`config.mk`:
```
export PLATFORM = sky130hd
export DESIGN_NAME = bpa_ctrl
export DESIGN_NICKNAME = d
export VERILOG_FILES = /design/src/hdl/bpa_pkg.sv /design/src/hdl/bpa_ctrl.sv
export SDC_FILE = /design/constraint.sdc
export NUM_CORES = 1
export LEC_CHECK = 0
export BUFFER_PORTS_ARGS = -buffer_cell sky130_fd_sc_hd__buf_4
export CAP_MARGIN = 25
export CORE_MARGIN = 5
export CORE_UTILIZATION = 59
export CTS_CLUSTER_DIAMETER = 120
export CTS_CLUSTER_SIZE = 28
export DETAILED_ROUTE_END_ITERATION = 8
export GPL_ROUTABILITY_DRIVEN = 0
export PLACE_DENSITY = 0.85
export SYNTH_ARGS = -nofsm -noshare
export SYNTH_HDL_FRONTEND = slang
export SYNTH_SLANG_ARGS = --single-unit
```
`constraint.sdc`:
```
create_clock -name clk -period 3.43 [get_ports clk]
set_input_delay 0 -clock clk [delete_from_list [all_inputs] [get_ports clk]]
set_output_delay 0 -clock clk [all_outputs]
set_load 0.02 [all_outputs]
```
`src/hdl/bpa_pkg.sv`:
```
// shared types, constants and datapath micro-operations of the buddy page allocator
package bpa_pkg;

  localparam int POOL_PAGES_MAX = 8192;
  localparam int ORDER_COUNT    = 16;
  localparam int PAGE_W         = 13;
  localparam int ORDER_W        = 5;
  localparam int COUNT_W        = 14;
  localparam int SPAN_W         = 16;

  localparam logic [2:0] CMD_INIT  = 3'd0;
  localparam logic [2:0] CMD_ALLOC = 3'd1;
  localparam logic [2:0] CMD_FREE  = 3'd2;
  localparam logic [2:0] CMD_QUERY = 3'd3;
  localparam logic [2:0] CMD_COUNT = 3'd4;

  localparam logic [1:0] ST_OK      = 2'd0;
  localparam logic [1:0] ST_INVALID = 2'd1;
  localparam logic [1:0] ST_NOSPACE = 2'd2;

  typedef struct packed {
    logic [2:0]  command;
    logic [4:0]  block_order;
    logic [15:0] page_number;
  } cmd_item_t;

  typedef struct packed {
    logic [1:0]  status;
    logic [12:0] result_page;
    logic [13:0] result_value;
  } res_item_t;

  typedef enum logic [4:0] {
    OP_NONE,
    OP_LATCH,
    OP_INIT_START,
    OP_INIT_STEP,
    OP_INIT_END,
    OP_R_INC,
    OP_TAKE_LAST,
    OP_UNL_WR,
    OP_MERGE,
    OP_SPLIT_SETUP,
    OP_FINAL_SETUP,
    OP_SET_STEP,
    OP_PUSH,
    OP_ALLOC_OK,
    OP_SET_OK,
    OP_NOSPACE,
    OP_ORD_RD,
    OP_FREE_CHECK,
    OP_TK_RD,
    OP_IDX_INC,
    OP_CLR_SETUP,
    OP_BUD_RD,
    OP_SET_UBLK,
    OP_FEND_SETUP,
    OP_QUERY,
    OP_COUNT
  } dp_op_t;

  typedef struct packed {
    logic [2:0] cmd;
    logic       init_ok;
    logic       ord_ok;
    logic       pg_ok;
    logic       r_over;
    logic       r_empty;
    logic       r_gt_ord;
    logic       sweep_done;
    logic       blk_ok;
    logic       tk_set;
    logic       can_merge;
  } dp_flags_t;

endpackage

```
`src/hdl/bpa_ctrl.sv`:
```
// command sequencer of the buddy page allocator
module bpa_ctrl (
  input  logic               clk,
  input  logic               rst,
  input  logic               start,
  input  bpa_pkg::dp_flags_t flags,
  output logic               busy,
  output logic               done,
  output bpa_pkg::dp_op_t    op
);
  import bpa_pkg::*;

  typedef enum logic [4:0] {
    S_IDLE,
    S_DISPATCH,
    S_INIT,
    S_SEARCH,
    S_UNL_RD,
    S_UNL_WR,
    S_MERGE,
    S_SPLIT_CHK,
    S_SPLIT_SWEEP,
    S_FINAL_SWEEP,
    S_FREE_CHK,
    S_TK_RD,
    S_TK_EV,
    S_CLR_SWEEP,
    S_BUD_RD,
    S_BUD_EV,
    S_FEND_PUSH,
    S_FEND_SWEEP,
    S_QUERY,
    S_COUNT
  } state_t;

  state_t state, state_next;
  logic   finish;

  always_comb begin
    op         = OP_NONE;
    state_next = state;
    finish     = 1'b0;
    case (state)
      S_IDLE: begin
        if (start) begin
          op         = OP_LATCH;
          state_next = S_DISPATCH;
        end
      end
      S_DISPATCH: begin
        // the latch step already loaded an invalid result
        case (flags.cmd)
          CMD_INIT: begin
            if (flags.init_ok) begin
              op         = OP_INIT_START;
              state_next = S_INIT;
            end else begin
              finish = 1'b1;
            end
          end
          CMD_ALLOC: begin
            if (flags.ord_ok) state_next = S_SEARCH;
            else finish = 1'b1;
          end
          CMD_FREE: begin
            if (flags.pg_ok) begin
              op         = OP_ORD_RD;
              state_next = S_FREE_CHK;
            end else begin
              finish = 1'b1;
            end
          end
          CMD_QUERY: begin
            if (flags.pg_ok) begin
              op         = OP_ORD_RD;
              state_next = S_QUERY;
            end else begin
              finish = 1'b1;
            end
          end
          CMD_COUNT: begin
            if (flags.ord_ok) state_next = S_COUNT;
            else finish = 1'b1;
          end
          default: finish = 1'b1;
        endcase
      end
      S_INIT: begin
        if (flags.sweep_done) begin
          op     = OP_INIT_END;
          finish = 1'b1;
        end else begin
          op = OP_INIT_STEP;
        end
      end
      S_SEARCH: begin
        if (flags.r_over) begin
          op     = OP_NOSPACE;
          finish = 1'b1;
        end else if (flags.r_empty) begin
          op = OP_R_INC;
        end else begin
          op         = OP_TAKE_LAST;
          state_next = S_UNL_RD;
        end
      end
      S_UNL_RD: state_next = S_UNL_WR;
      S_UNL_WR: begin
        op         = OP_UNL_WR;
        state_next = (flags.cmd == CMD_ALLOC) ? S_SPLIT_CHK : S_MERGE;
      end
      S_MERGE: begin
        op         = OP_MERGE;
        state_next = S_BUD_RD;
      end
      S_SPLIT_CHK: begin
        if (flags.r_gt_ord) begin
          op         = OP_SPLIT_SETUP;
          state_next = S_SPLIT_SWEEP;
        end else begin
          op         = OP_FINAL_SETUP;
          state_next = S_FINAL_SWEEP;
        end
      end
      S_SPLIT_SWEEP: begin
        if (flags.sweep_done) begin
          op         = OP_PUSH;
          state_next = S_SPLIT_CHK;
        end else begin
          op = OP_SET_STEP;
        end
      end
      S_FINAL_SWEEP: begin
        if (flags.sweep_done) begin
          op     = OP_ALLOC_OK;
          finish = 1'b1;
        end else begin
          op = OP_SET_STEP;
        end
      end
      S_FREE_CHK: begin
        op = OP_FREE_CHECK;
        if (flags.blk_ok) state_next = S_TK_RD;
        else finish = 1'b1;
      end
      S_TK_RD: begin
        if (flags.sweep_done) begin
          op         = OP_CLR_SETUP;
          state_next = S_CLR_SWEEP;
        end else begin
          op         = OP_TK_RD;
          state_next = S_TK_EV;
        end
      end
      S_TK_EV: begin
        // a page of the block that is not taken means a double free
        if (flags.tk_set) begin
          op         = OP_IDX_INC;
          state_next = S_TK_RD;
        end else begin
          finish = 1'b1;
        end
      end
      S_CLR_SWEEP: begin
        if (flags.sweep_done) state_next = S_BUD_RD;
        else op = OP_SET_STEP;
      end
      S_BUD_RD: begin
        op         = OP_BUD_RD;
        state_next = S_BUD_EV;
      end
      S_BUD_EV: begin
        if (flags.can_merge) begin
          op         = OP_SET_UBLK;
          state_next = S_UNL_RD;
        end else begin
          op         = OP_FEND_SETUP;
          state_next = S_FEND_PUSH;
        end
      end
      S_FEND_PUSH: begin
        op         = OP_PUSH;
        state_next = S_FEND_SWEEP;
      end
      S_FEND_SWEEP: begin
        if (flags.sweep_done) begin
          op     = OP_SET_OK;
          finish = 1'b1;
        end else begin
          op = OP_SET_STEP;
        end
      end
      S_QUERY: begin
        op     = OP_QUERY;
        finish = 1'b1;
      end
      S_COUNT: begin
        op     = OP_COUNT;
        finish = 1'b1;
      end
      default: state_next = S_IDLE;
    endcase
  end

  always_ff @(posedge clk) begin
    if (rst) begin
      state <= S_IDLE;
      done  <= 1'b0;
    end else begin
      state <= finish ? S_IDLE : state_next;
      done  <= finish;
    end
  end

  assign busy = (state != S_IDLE);

endmodule

```
* Word-level counts from Yosys, hierarchy flattened
Cells that the tools add are included.
** Cells by class
- Equality and inequality tests :: 36
- Mux-type cells :: 43
- Bitwise operators :: 1
- Reductions and logical operators :: 10
** Operator list (count)
- $pmux 5 s19 :: 1
- $pmux 5 s16 :: 1
- $mux 5 :: 15
- $eq 5x4->1 const B :: 8
- $pmux 5 s5 :: 1
- $eq 5x3->1 const B :: 4
- $eq 5x5->1 const B :: 4
- $mux 3 :: 5
- $ne 3x3->1 const B :: 5
- $ne 2x2->1 const B :: 7
- $reduce_and 14->1 :: 1
- $mux 1 :: 12
- $eq 5x2->1 const B :: 2
- $pmux 5 s2 :: 1
- $mux 4 :: 2
- $reduce_or 2->1 :: 4
- $eq 3x2->1 const B :: 2
- $mux 2 :: 3
- $ne 6x3->1 const B :: 1
- $pmux 1 s6 :: 1
- $eq 5x1->1 const B :: 1
- $logic_not 5->1 :: 1
- $reduce_bool 5->1 :: 1
- $reduce_or 5->1 :: 1
- other kinds (6) :: 6
** Word-level totals
- Bits in registers :: 6
- Output and inout port bits :: 7

* Longest topological paths before layout
Gate-level depths: netlist of the first run.
- Depth in word-level cells :: 5
- Mapped depth :: 7
- Gate-level depth less buffers :: 5

* Worst setup path before layout of the first run
OpenSTA, ideal clock, no wires.
- Path kind :: flip-flop to flip-flop
- From :: register state[4]
- To :: register state[4]
- Buffers on the path :: 1
- Period minus slack after synthesis :: 1724 ps
- Stages on the path, launching flop included :: 7
- Arrival time :: 1605 ps
- Setup slack :: 1706 ps
- Cells stage by stage :: dfxtp_1 > buf_6 > or4b_1 > a211o_1 > o211a_2 > a21oi_2 > nor3_2
** Between the ends
- Cells in the longest elaborated chain, start to end :: 4
- Elaborated cells between the ends (all ways) :: 41
- Classes of those cells :: eq/ne: 32; mux: 2; bitwise: 1; reduce/logical: 6
** RTL lines
- start, declared :: RTL line bpa_ctrl.sv:36 : state_t state, state_next;
- start signal, assigned :: RTL line bpa_ctrl.sv:210 : state <= finish ? S_IDLE : state_next;
- $eq 5x5->1, or another cell as far along :: RTL line bpa_ctrl.sv:43 : case (state)
- $reduce_or 3->1 (no line), or another cell as far along
- $pmux 1 s6 or $not 1->1 (tied branches)
- $reduce_or 2->1 (no line) or $reduce_and 14->1 (tied branches)
Several ways; a longest one is shown, not always the timed one.
A chain may end at the register's enable or synchronous reset.

* Worst setup path after layout of the first run
- From :: register state[2]
- To :: register state[2]
Same word-level chain as after synthesis.

==> results of run 1 <==
flip-flops by register name, summed over array words and instances, names as in the netlist:
signal and count:
done 1, state 5
per-stage QoR:
stage / total power [mW] / std cells / setup WS, ns
after floorplan: 0.518 / 158 / 1.71
after global placement: 0.640 / 192 / 1.18
after detailed placement: 0.647 / 192 / 1.16
after CTS: 0.718 / 196 / 1.14
after global routing: 0.781 / 196 / 0.928
final: 0.723 / 196 / 1.10
path summary, 6_finish.rpt:
path	startpoint	to	slack, ns	cells past startpoint
min	flags[3]	state[0]$_SDFFE_PP0P_	0.21	4
max reg2reg	state[2]$_SDFFE_PP0P_	state[2]$_SDFFE_PP0P_	1.10	5
min reg2reg	state[1]$_SDFFE_PP0P_	state[1]$_SDFFE_PP0P_	0.85	2
max	state[2]$_SDFFE_PP0P_	state[2]$_SDFFE_PP0P_	1.10	5
cell usage in the layout, fill, tap and decap left out, types with 2 or more instances in the layout:
cell / Yosys / layout
a211o_1: 2 / 2
a21oi_1: 19 / 19
a21oi_2: 2 / 2
and2_1: 2 / 2
buf_4: 0 / 22
clkbuf_4: 0 / 3
dfxtp_1: 6 / 6
inv_1: 6 / 6
mux2i_1: 3 / 3
nand2_1: 10 / 10
nand2b_1: 3 / 3
nand3_1: 8 / 8
nand3b_1: 2 / 2
nand4b_1: 3 / 3
nor2_1: 6 / 6
nor2b_1: 9 / 9
nor3_1: 3 / 3
nor3_2: 2 / 2
nor3b_1: 4 / 4
nor4b_1: 3 / 3
o211ai_1: 3 / 3
o21ai_0: 10 / 10
o21ai_1: 4 / 4
o21bai_1: 2 / 2
o221ai_1: 2 / 2
o32ai_1: 3 / 3
or3_1: 3 / 3
per-layer routing:
layer / vias to the layer above / wire length, um / global-route usage, %
met5: - / 0 / 0
li1: 636 / - / -
met1: 606 / 1290 / 33.2
met3: 10 / 254 / 3.66
met2: 71 / 1540 / 40.3
met4: 0 / 70 / 7.66
cell type report:
cell class	count	area (um2)
multi-input cells	133	890
fillers	159	484
repair buffers	23	175
flip-flops and latches	6	120
well taps	25	31.3
clock buffers	3	22.5
inverters	6	22.5
where the power goes:
| part | total [mW] | switching, mW | internal [mW] |
|---|---|---|---|
| registers | 0.166 | 0.0798 | 0.0865 |
| logic | 0.489 | 0.276 | 0.213 |
| clock network | 0.0679 | 0.0281 | 0.0398 |
kinds of logic (layout without fill, tap and decap cells):
| kind of cell | Yosys count | count (layout) | synth area share [%] |
|---|---|---|---|
| XOR/XNOR | 1 | 1 | 0.797 |
| multiplexers | 3 | 3 | 2.73 |
| AO/OA/AOI/OAI | 61 | 61 | 38.0 |
| buffers and inverters | 19 | 32 | 8.09 |
| flip-flops | 6 | 6 | 10.9 |
| AND/OR/NAND/NOR | 68 | 68 | 39.4 |
critical path, cell delays in order, from the launching register on:
cell     delay (ns)
dfxtp_1        0.88
inv_1          0.28
a32o_1         0.32
nor3_1         0.47
nand3_1        0.15
a21oi_1        0.15
timing repair:
| item | 4_1_cts | 5_1_grt |
|---|---|---|
| gates resized for setup | 0 | 0 |
| hold buffers | 1 | 0 |
| endpoints found under the hold margin | 1 | 0 |
==> results.py, run 1 <==
metrics = {
    "yosys": {
        "yosysTopAreaCell": "dfxtp_1",
        "synth_fp_nets": 174,
        "syn_area_um2": 1100,
        "yosysTopAreaCellShare_pct": 10.9,
        "ys_async_sr_fraction_pct": 0,
        "synth_seq_cells": 6,
        "synthFlopType": "dfxtp_1",
        "synth_edf_count": 0,
        "ys_types": 54,
        "synth_area_leaders": "dfxtp_1 11%, a21oi_1 8.7%, nor2b_1 5.1%",
        "synth_area_per_cell_um2": 6.95,
        "ys_seq_area_share_pct": 10.9,
        "postSynthCellCount": 158,
        "synth_common_cells": "19 x a21oi_1, 10 x nand2_1, 10 x o21ai_0",
        "synth.most_common_cell": "a21oi_1",
        "yosysWarnings": 0,
    },
    "clocking": {
        "cts_max_path_buffers": 2,
        "cts_num_sinks": 6,
        "htree_levels": 1,
        "clock_latency_ns": 0.25,
        "cts_tree": "done",
        "cts_root_buf": "clkbuf_4",
        "tritoncts.num_buffers": 3,
        "clkSlewWorstSetupHoldPaths_ns": 0.05,
        "post_cts_buffers": 0,
    },
    "final_layout": {
        "areaGrowthSynthToFinish_pct": 14.8,
        "stdcell_area_um2": 1260,
        "fin_util_pct": 72.3,
        "drive_gt1_share_pct": 19.9,
        "diodes": 0,
        "finalNetCount": 189,
    },
    "route": {
        "num_vias": 1323,
        "drc": 0,
        "routed_via_density": 6.75,
        "firstDrtPassIters": 5,
        "ant_nets": 0,
        "drt_wl_total_um": 3160,
        "wl_per_cell_um": 16.1,
        "drtIter0Drc": 101,
    },
    "sta": {
        "relSlewSlack_pct": 42.2,
        "worst_pin_slew_ns": 0.865,
        "setup_viol": 0,
        "setup-tns-final_ns": 0,
        "fin_skew_ns": 0.00668,
        "rsz0062_at_grt": "false",
        "fin_crit_sh_pct": 67.8,
        "holdWs_ns": 0.211,
        "hold_viol": 0,
        "fin_crit_ns": 2.33,
        "fmaxAchievable_mhz": 430,
        "slew_violations": 0,
    },
    "pwr": {
        "peakVddDrop_mv": 0.533,
        "powerDensity_nw_per_um2": 573,
        "leakage_nw": 0.461,
    },
    "placement": {
        "dpl_cell_area_um2": 1230,
        "dpl.hpwl_um": 2320,
        "port_buffers": 22,
    },
    "floorplanning": {
        "die_x_um": 53.2,
        "die_height_um": 53.2,
        "core_area_um2": 1750,
        "num_rows": 15,
        "die_area_um2": 2820,
        "start_util_pct": 62.9,
        "pin_count": 23,
    },
    "global_routing": {
        "grt_max_degree": 29,
        "grt_pass1_wl_um": 5190,
        "grt-ovfl-total": 0,
        "grt_pass1_vias": 1125,
        "antenna_found_initial": 0,
        "grt_usage_pct": 24.8,
    },
    "hold_path": {
        "hold_path.class": "input pin to flip-flop",
    },
    "worst_setup_path": {
        "crit_fanout": 28,
        "cp-start-kind": "flip-flop",
        "path_class": "flip-flop to flip-flop",
        "crit_arrival_ns": 2.51,
        "cp.required_ns": 3.61,
        "end_kind": "flip-flop",
    },
    "run": {
        "drv_cap": 0,
    },
    "run_status": {
        "status": "complete, no violations",
    },
}
Note: power is estimated with default switching activity, not from simulation.
==> run 2: changes to the inputs <==
- CORE_UTILIZATION: 59 -> 55
- PLACE_DENSITY: 0.85 -> 0.8
- clock period: 3.43 -> 2.37 ns (I/O delays scaled with it)
==> run 2 against run 1 <==
  * Worst setup slack lost 0.83 ns
  * Critical path type is now flip-flop to primary output
  * First-iteration DRC count shrank 52%
  * Power grew 51%
  * Worst hold slack lost 0.0059 ns
  * Largest power group unchanged
  * Cell count grew 4.1%
  * Die area grew 5.9%
==> results.py, run 2 (same netlist as run 1, synthesis figures left out) <==
metrics = {
    "final_layout": {
        "regMostFlops": "state",
        "reg_top3": "state (5), done (1)",
        "diodes": 0,
        "mostFrequentLayoutCell": "buf_4",
        "final_cell_mix": "27 x buf_4, 19 x a21oi_1, 10 x nand2_1, 10 x o21ai_0, 9 x nor2b_1",
        "finalNetCount": 195,
        "drive_gt1_share_pct": 22.6,
        "fin_util_pct": 68.0,
        "areaGrowthSynthToFinish_pct": 20.3,
        "largest_reg_flops": 5,
    },
    "run_status": {
        "status": "complete, no violations",
    },
    "global_routing": {
        "grt_pass1_vias": 1178,
        "globalRouteMet3Util_pct": 1.63,
        "antenna_found_initial": 0,
        "grt_use_met1_pct": 30.8,
        "top_usage_layer": "met2",
        "grt_max_degree": 17,
        "grt_pass1_wl_um": 5260,
        "grt-ovfl-total": 0,
        "met2_usage_pct": 40.4,
        "grt_usage_pct": 23.9,
    },
    "sta": {
        "setup_viol": 0,
        "hold_viol": 0,
        "setup-tns-final_ns": 0,
        "fin_crit_ns": 2.09,
        "slew_violations": 0,
        "worst_pin_slew_ns": 0.525,
        "fmaxAchievable_mhz": 477,
        "relSlewSlack_pct": 64.8,
        "fin_skew_ns": 0.00662,
        "rsz0062_at_grt": "false",
        "fin_crit_sh_pct": 88.4,
        "setup_ws_ns": 0.276,
    },
    "placement": {
        "port_buffers": 22,
        "dpl.hpwl_um": 2550,
        "dp_slack_ns": 0.385,
    },
    "worst_setup_path": {
        "timing.rr.end": "state[4]$_SDFFE_PP0P_",
        "path_class": "flip-flop to primary output",
        "r2r-start": "state[3]$_SDFFE_PP0P_",
        "r2r_slack_ns": 0.35,
        "crit_fanout": 13,
        "crit_family": "flip-flops",
        "end_kind": "primary output",
        "crit_chain": "buf_12 -> nor2b_1 -> o21bai_1 -> a22o_1 -> o21ai_0 -> o22ai_1 -> buf_4",
        "cp-start-kind": "flip-flop",
        "cp.required_ns": 2.37,
        "cp-startpoint": "state[1]$_SDFFE_PP0P_",
        "cp-endpoint": "op[2]",
        "cp_slowest_stage_delay_ns": 0.62,
        "critical_path_buf_inv_count": 2,
        "rr_worst_depth": 5,
        "slowest_stage": "dfxtp_1",
        "cp.depth": 7,
        "crit_arrival_ns": 2.09,
    },
    "pwr": {
        "p_total_mw": 1.09,
        "powerDensity_nw_per_um2": 825,
        "peakVddDrop_mv": 0.604,
        "leakage_nw": 0.496,
    },
    "run": {
        "drv_cap": 0,
    },
    "route": {
        "num_vias": 1350,
        "drt_wl_total_um": 3310,
        "wl_per_cell_um": 16.2,
        "firstDrtPassIters": 4,
        "routed_via_density": 6.62,
        "drtIter0Drc": 48,
        "drc": 0,
        "ant_nets": 0,
    },
    "clocking": {
        "post_cts_buffers": 0,
        "cts_tree": "done",
        "clock_latency_ns": 0.25,
        "htree_levels": 1,
        "cts_resized": 0,
        "clkSlewWorstSetupHoldPaths_ns": 0.05,
        "cts_num_sinks": 6,
        "cts_max_path_buffers": 2,
        "tritoncts.num_buffers": 3,
        "cts_root_buf": "clkbuf_4",
    },
    "floorplanning": {
        "die_height_um": 54.7,
        "core_area_um2": 1940,
        "num_rows": 16,
        "die_x_um": 54.7,
        "pin_count": 23,
        "die_area_um2": 2990,
        "start_util_pct": 56.6,
    },
    "hold_path": {
        "hold_path.class": "input pin to flip-flop",
    },
}
## run 2: stage by stage
| stage | instances | area (um2) | hold WS (ns) |
|---|---|---|---|
| CTS | 204 | 1320 | 0.197 |
| floorplan | 158 | 1100 | 0.0691 |
| finish | 204 | 1320 | 0.205 |
| global placement | 200 | 1290 | 0.171 |
| detailed placement | 200 | 1290 | 0.174 |
| global route | 204 | 1320 | 0.226 |
## run 2: where the power goes
part           internal (mW)  switching [mW]
clock network         0.0574          0.0382
logic                  0.342           0.460
registers              0.125          0.0677
## run 2: tightest hold or removal path: cells and delay by family
family	cells	cell delay (ns)
AOI/OAI and AO/OA	2	0.16
and+or+nand+nor	1	0.11
buffers and inverters	1	0.14
## run 2: worst min-delay path by stage
stage / from / to / slack [ns] / depth (start not counted)
floorplan: rst / done$_SDFF_PP0_ / 0.07 / 1
CTS: flags[3] / done$_SDFF_PP0_ / 0.20 / 3
global route: flags[3] / state[0]$_SDFFE_PP0P_ / 0.23 / 4
global placement: rst / done$_SDFF_PP0_ / 0.17 / 2
finish: flags[3] / state[0]$_SDFFE_PP0P_ / 0.20 / 4
detailed placement: rst / done$_SDFF_PP0_ / 0.17 / 2
## run 2: area by class of cell
cell class                 count  area [um2]
multi-input combinational    133         890
fill                         165         621
timing repair buffer          29         233
sequential                     6         120
tap                           27        33.8
clock buffer                   3        22.5
inverter                       6        22.5
## run 2: per-layer routing
layer  vias up  wire length, um  share of wire, %
li1        646                -                 -
met3         8              259               7.8
met4         0               55               1.7
met1       620             1340                40
met2        76             1660                50
met5         -                0                 0
## run 2: repair_timing
item,CTS,global route
hold buffers,1,0
hold endpoints to repair,1,0
endpoints found under the setup margin,0,0
